`config.mk`:
```
export PLATFORM = sky130hd
export DESIGN_NAME = tsmx_walk
export DESIGN_NICKNAME = d
export VERILOG_FILES = /design/src/tcp_syn_mss_option_extract_defines.svh /design/src/tsmx_pkg.sv /design/src/tsmx_walk.sv
export SDC_FILE = /design/constraint.sdc
export NUM_CORES = 1
export LEC_CHECK = 0
export ABC_AREA = 1
export BUFFER_PORTS_ARGS = -buffer_cell sky130_fd_sc_hd__buf_2
export CORE_MARGIN = 3
export CORE_UTILIZATION = 64
export CTS_CLUSTER_DIAMETER = 60
export DETAILED_ROUTE_END_ITERATION = 8
export GPL_TIMING_DRIVEN = 0
export PLACE_DENSITY_LB_ADDON = 0.12
export SLEW_MARGIN = 20
export SYNTH_ARGS = -nofsm -noshare
export SYNTH_HDL_FRONTEND = slang
export SYNTH_SLANG_ARGS = --single-unit
```
`constraint.sdc`:
```
create_clock -name clk_i -period 3.9 [get_ports clk_i]
set_clock_uncertainty 0.2 [all_clocks]
set_input_delay 0.39 -clock clk_i [delete_from_list [all_inputs] [get_ports clk_i]]
set_output_delay 0.39 -clock clk_i [all_outputs]
set_load 0.05 [all_outputs]
```
`src/tcp_syn_mss_option_extract_defines.svh`:
```
// Assertion macros shared by the MSS extractor RTL.
`ifndef TCP_SYN_MSS_OPTION_EXTRACT_DEFINES_SVH
`define TCP_SYN_MSS_OPTION_EXTRACT_DEFINES_SVH

// Same-cycle implication, sampled on clk_i, off while rst_ni is low.
`define TSMX_ASSERT_IMPLY(lbl, ante, cons, msg) \
  lbl: assert property (@(posedge clk_i) disable iff (!rst_ni) (ante) |-> (cons)) \
    else $error(msg);

// Next-cycle implication, sampled on clk_i, off while rst_ni is low.
`define TSMX_ASSERT_NEXT(lbl, ante, cons, msg) \
  lbl: assert property (@(posedge clk_i) disable iff (!rst_ni) (ante) |=> (cons)) \
    else $error(msg);

`endif

```
`src/tsmx_pkg.sv`:
```
package tsmx_pkg;

  typedef enum logic [7:0] {
    CFG_FLOW_DIRECTION = 8'd0,
    CFG_MSS_OFFSET     = 8'd1,
    CFG_DEFAULT_MSS    = 8'd2,
    CFG_ANNO_SLOT      = 8'd3
  } cfg_idx_e;

  localparam logic [7:0]  OPT_EOL         = 8'd0;
  localparam logic [7:0]  OPT_NOP         = 8'd1;
  localparam logic [7:0]  OPT_MSS         = 8'd2;
  localparam logic [7:0]  OPT_MIN_LEN     = 8'd2;
  localparam logic [7:0]  OPT_MSS_LEN     = 8'd4;
  localparam logic [15:0] DEFAULT_MSS_RST = 16'd536;
  localparam logic [15:0] MSS_MAX         = 16'hFFFF;

  typedef struct packed {
    logic [7:0] flow_id;
    logic       is_syn;
    logic [7:0] opt_byte;
    logic       byte_valid;
    logic       last_byte;
  } in_beat_t;

  typedef struct packed {
    logic [7:0]  flow_out;
    logic [15:0] mss_value;
    logic [5:0]  anno_where;
    logic        from_syn;
    logic        option_found;
  } out_beat_t;

  typedef struct packed {
    logic [7:0]  index;
    logic [15:0] value;
  } cfg_beat_t;

  typedef struct packed {
    logic        mss_seen;
    logic [15:0] mss_gathered;
  } walk_res_t;

endpackage

```
`src/tsmx_walk.sv`:
```
module tsmx_walk (
  input  logic                clk_i,
  input  logic                rst_ni,
  input  logic                beat_i,
  input  logic [7:0]          byte_i,
  input  logic                byte_valid_i,
  input  logic                last_i,
  output tsmx_pkg::walk_res_t res_o
);
  import tsmx_pkg::*;

  typedef enum logic [1:0] {
    PH_KIND,
    PH_LEN,
    PH_SKIP,
    PH_GATHER
  } phase_e;

  phase_e      phase_q, phase_d;
  logic [7:0]  kind_q, kind_d;
  logic [7:0]  skip_q, skip_d;
  logic [15:0] gath_q, gath_d;
  logic        cnt_q, cnt_d;
  logic        seen_q, seen_d;
  logic        done_q, done_d;

  always_comb begin
    phase_d = phase_q;
    kind_d  = kind_q;
    skip_d  = skip_q;
    gath_d  = gath_q;
    cnt_d   = cnt_q;
    seen_d  = seen_q;
    done_d  = done_q;
    if (byte_valid_i && !done_q) begin
      unique case (phase_q)
        PH_KIND: begin
          if (byte_i == OPT_EOL) begin
            done_d = 1'b1;
          end else if (byte_i != OPT_NOP) begin
            kind_d  = byte_i;
            phase_d = PH_LEN;
          end
        end
        PH_LEN: begin
          if (byte_i < OPT_MIN_LEN) begin
            done_d = 1'b1;
          end else if (kind_q == OPT_MSS && byte_i == OPT_MSS_LEN) begin
            gath_d  = '0;
            cnt_d   = 1'b0;
            phase_d = PH_GATHER;
          end else if (byte_i == OPT_MIN_LEN) begin
            phase_d = PH_KIND;
          end else begin
            skip_d  = byte_i - OPT_MIN_LEN;
            phase_d = PH_SKIP;
          end
        end
        PH_SKIP: begin
          skip_d = skip_q - 8'd1;
          if (skip_q == 8'd1) begin
            phase_d = PH_KIND;
          end
        end
        PH_GATHER: begin
          gath_d = {gath_q[7:0], byte_i};
          cnt_d  = 1'b1;
          if (cnt_q) begin
            seen_d = 1'b1;
            done_d = 1'b1;
          end
        end
        default: ;
      endcase
    end
  end

  always_ff @(posedge clk_i or negedge rst_ni) begin
    if (!rst_ni) begin
      phase_q <= PH_KIND;
      kind_q  <= '0;
      skip_q  <= '0;
      gath_q  <= '0;
      cnt_q   <= 1'b0;
      seen_q  <= 1'b0;
      done_q  <= 1'b0;
    end else if (beat_i) begin
      if (last_i) begin
        phase_q <= PH_KIND;
        kind_q  <= '0;
        skip_q  <= '0;
        gath_q  <= '0;
        cnt_q   <= 1'b0;
        seen_q  <= 1'b0;
        done_q  <= 1'b0;
      end else begin
        phase_q <= phase_d;
        kind_q  <= kind_d;
        skip_q  <= skip_d;
        gath_q  <= gath_d;
        cnt_q   <= cnt_d;
        seen_q  <= seen_d;
        done_q  <= done_d;
      end
    end
  end

  assign res_o = '{mss_seen: seen_d, mss_gathered: gath_d};

endmodule

```
==> metrics.csv <==
metric,value,unit
grt_pass1_vias,2633,
whs,-0.007033,ns
grt_max_degree,38,
ys_warn_count,0,
crit_cells,8,
power_frac_seq,0.378,
clockRootBuffer,clkbuf_8,
slew_violations,0,
post-route-util,0.7543,
grt_setup_unrepaired,false,
row_count,23,
syn-cell-area,0.002795,sq mm
grt_overflow,0,
powerDensity,436.8,mW/mm^2
coreArea,0.004115,sq mm
yosys_register_bits,37,
violations,hold timing,
worst_slack,1.091,ns
r2r.worst_path.cells,9,
cts_buffers,5,
setup_viol,0,
hold_buffers,0,
cts_sinks,37,
place_ws,1.429,ns
criticalPathCategory,flop to output port,
fp.dieW,72.09,um
crit_arrival,2.22,ns
clk_pin_slew,0.08,ns
cts_max_level,2,
ios,30,
drt_iter0_drc,275,
path_cells,inv_1 -> ha_1 -> or2_2 -> nand2_1 -> buf_2 -> nand2_1 -> nand2_2 -> buf_2,
r2r_slack,1.86,ns
gp_congestion,0.9101,
place_hpwl,4944,um
dr.pass1.iters,5,
routed_via_density,5.345,
relSlewSlack,0.4419,
clock_latency,0.29,ns
drive_above_1_share,0.1845,
crit_fanout,10,
p_sw,0.5729,mW
diodes,0,
clockPowerShare,0.223,
synthToLayoutAreaGrowth,11.06,%
post_synth.cell_area_avg,6.353,sq um
r2r-start,phase_q[1],
dr_total_vias,2817,
netlist_instances,440,
hold_viol,18,
crit_required,3.31,ns
cts_tree,built,
p_leak,1.866,nW
intPower,0.7829,mW
wirelength,6694,um
start_kind,flop,
ys_types,30,
die_area,0.005196,sq mm
synth_nets,460,
ys.flop_type,dfrtp_1,
grt_usage,0.2774,
holdCritPathClass,input pin to asynchronous set/reset pin,
mostFrequentLayoutCells,"nand2_1 (195), inv_1 (50), buf_2 (37), dfrtp_1 (37), nand3_1 (29)",
cp-startpoint,phase_q[1],
wl_per_cell,12.70,um
share_comb_of_total_power,0.399,
io_buffers,29,
crit_family,simple AND/OR/NAND/NOR gates,
status,"finished, violations left",
cts_setup_buffers,0,
period_minus_slack,2.809,ns
ctsLongestPathBuffers,2,
max_cap_violations,0,
die_h,72.09,um
worstReg2RegEnd,gath_q[8],
ant_nets,0,
crit_buf_inv,3,
grt_pass1_wl,11480,um
antenna_found_initial,0,
synth_edf_count,0,
cpPeakStageDelay,0.38,ns
layout_commonest_cell,nand2_1,
nNetsFinal,496,
worst_pin_slew,0.8372,ns
fmax,0.3560,GHz
initial_core_util,0.6792,
post-route-period-util,0.7203,
p_sw_frac,0.4225,
drcViolationCount,0,
async_flop_share,1.000,
ctsResizeCount,0,
tns,0,ns
seq_area_frac_synth,0.3312,
cp-endpoint,res_o[10],
peakVddDrop,0.0003460,V
slowest_stage,dfrtp_1,
cp-end-kind,output port,
[cells by family (layout without fill, tap and decap cells)]
group | after synthesis | count (layout) | synth area share
simple gates | 294 | 294 | 0.4673
buf+inv | 67 | 104 | 0.09758
flops | 37 | 37 | 0.3312
compound gates | 34 | 34 | 0.06938
fa+ha+maj | 7 | 7 | 0.03133
xor+xnor | 1 | 1 | 0.003134
[metrics by stage]
step / power [mW] / hold WS (ns) / instances / area [sq um]
after floorplan: 0.9185 / -0.1056 / 440 / 2795
final: 1.356 / -0.007033 / 527 / 3104
after global placement: 1.042 / 0.2569 / 519 / 3003
after CTS: 1.352 / 0.02504 / 527 / 3104
after global routing: 1.458 / 0.06000 / 527 / 3104
after detailed placement: 1.054 / 0.2638 / 519 / 3003
[sequential cells by signal, indices dropped and copies added, names as in the netlist]
register  cells
gath_q       16
kind_q        8
skip_q        8
phase_q       2
cnt_q         1
done_q        1
seen_q        1
[synthesized netlist by cell type, types with 2 or more instances]
master	count	area, sq um
a21oi_1	11	55.05
buf_2	8	40.04
clkbuf_1	3	11.26
dfrtp_1	37	925.9
ha_1	7	87.58
inv_1	50	187.7
inv_2	2	7.510
nand2_1	195	732.0
nand2_2	24	150.1
nand2_4	2	22.52
nand3_1	29	145.1
nand3_2	2	20.02
nand4_1	3	18.77
nor2_1	26	97.59
nor2_4	8	90.09
nor3_1	2	10.01
o21ai_0	11	55.05
o21ai_1	2	10.01
o22ai_1	7	43.79
[cell type report]
cell class	instances	area [sq um]
Clock inverter	1	5.005
Multi-Input combinational cell	336	1597
Buffer	14	73.82
Clock buffer	7	96.34
Sequential cell	37	925.9
Tap cell	50	62.56
Timing Repair Buffer	29	145.1
Fill cell	360	1011
Inverter	53	198.9
[worst min-delay path by stage]
stage | from | endpoint | slack, ns | depth (start not counted)
2_1_floorplan | rst_ni | cnt_q | -0.11 | 0
3_3_place_gp | skip_q[1] | skip_q[1] | 0.26 | 2
3_5_place_dp | skip_q[1] | skip_q[1] | 0.26 | 2
4_1_cts | rst_ni | gath_q[14] | 0.03 | 1
5_1_grt | rst_ni | gath_q[14] | 0.06 | 1
6_report | rst_ni | gath_q[14] | -0.007 | 1
[power by group through the flow]
stage / combinational (mW) / clock [mW] / sequential [mW]
finish: 0.541 / 0.302 / 0.513
global route: 0.616 / 0.320 / 0.522
CTS: 0.540 / 0.302 / 0.511
detailed placement: 0.536 / 0 / 0.518
global placement: 0.527 / 0 / 0.515
floorplan: 0.414 / 0 / 0.504
[worst reg2reg max path: cells and delay by family, from the launching register on]
family / cells / cell delay (ns)
simple gates: 6 / 0.83
flops: 1 / 0.38
fa+ha+maj: 1 / 0.21
buf+inv: 2 / 0.38
[routing by layer]
layer	vias up	routed length [um]	share of wire	GRT usage
met1	1291	2782	0.42	0.3452
met3	13	367	0.055	0.03324
met4	0	105	0.016	0.08559
li1	1421	-	-	-
met2	92	3439	0.51	0.4995
met5	-	0	0	0
Power figures use the tool's default switching activity.
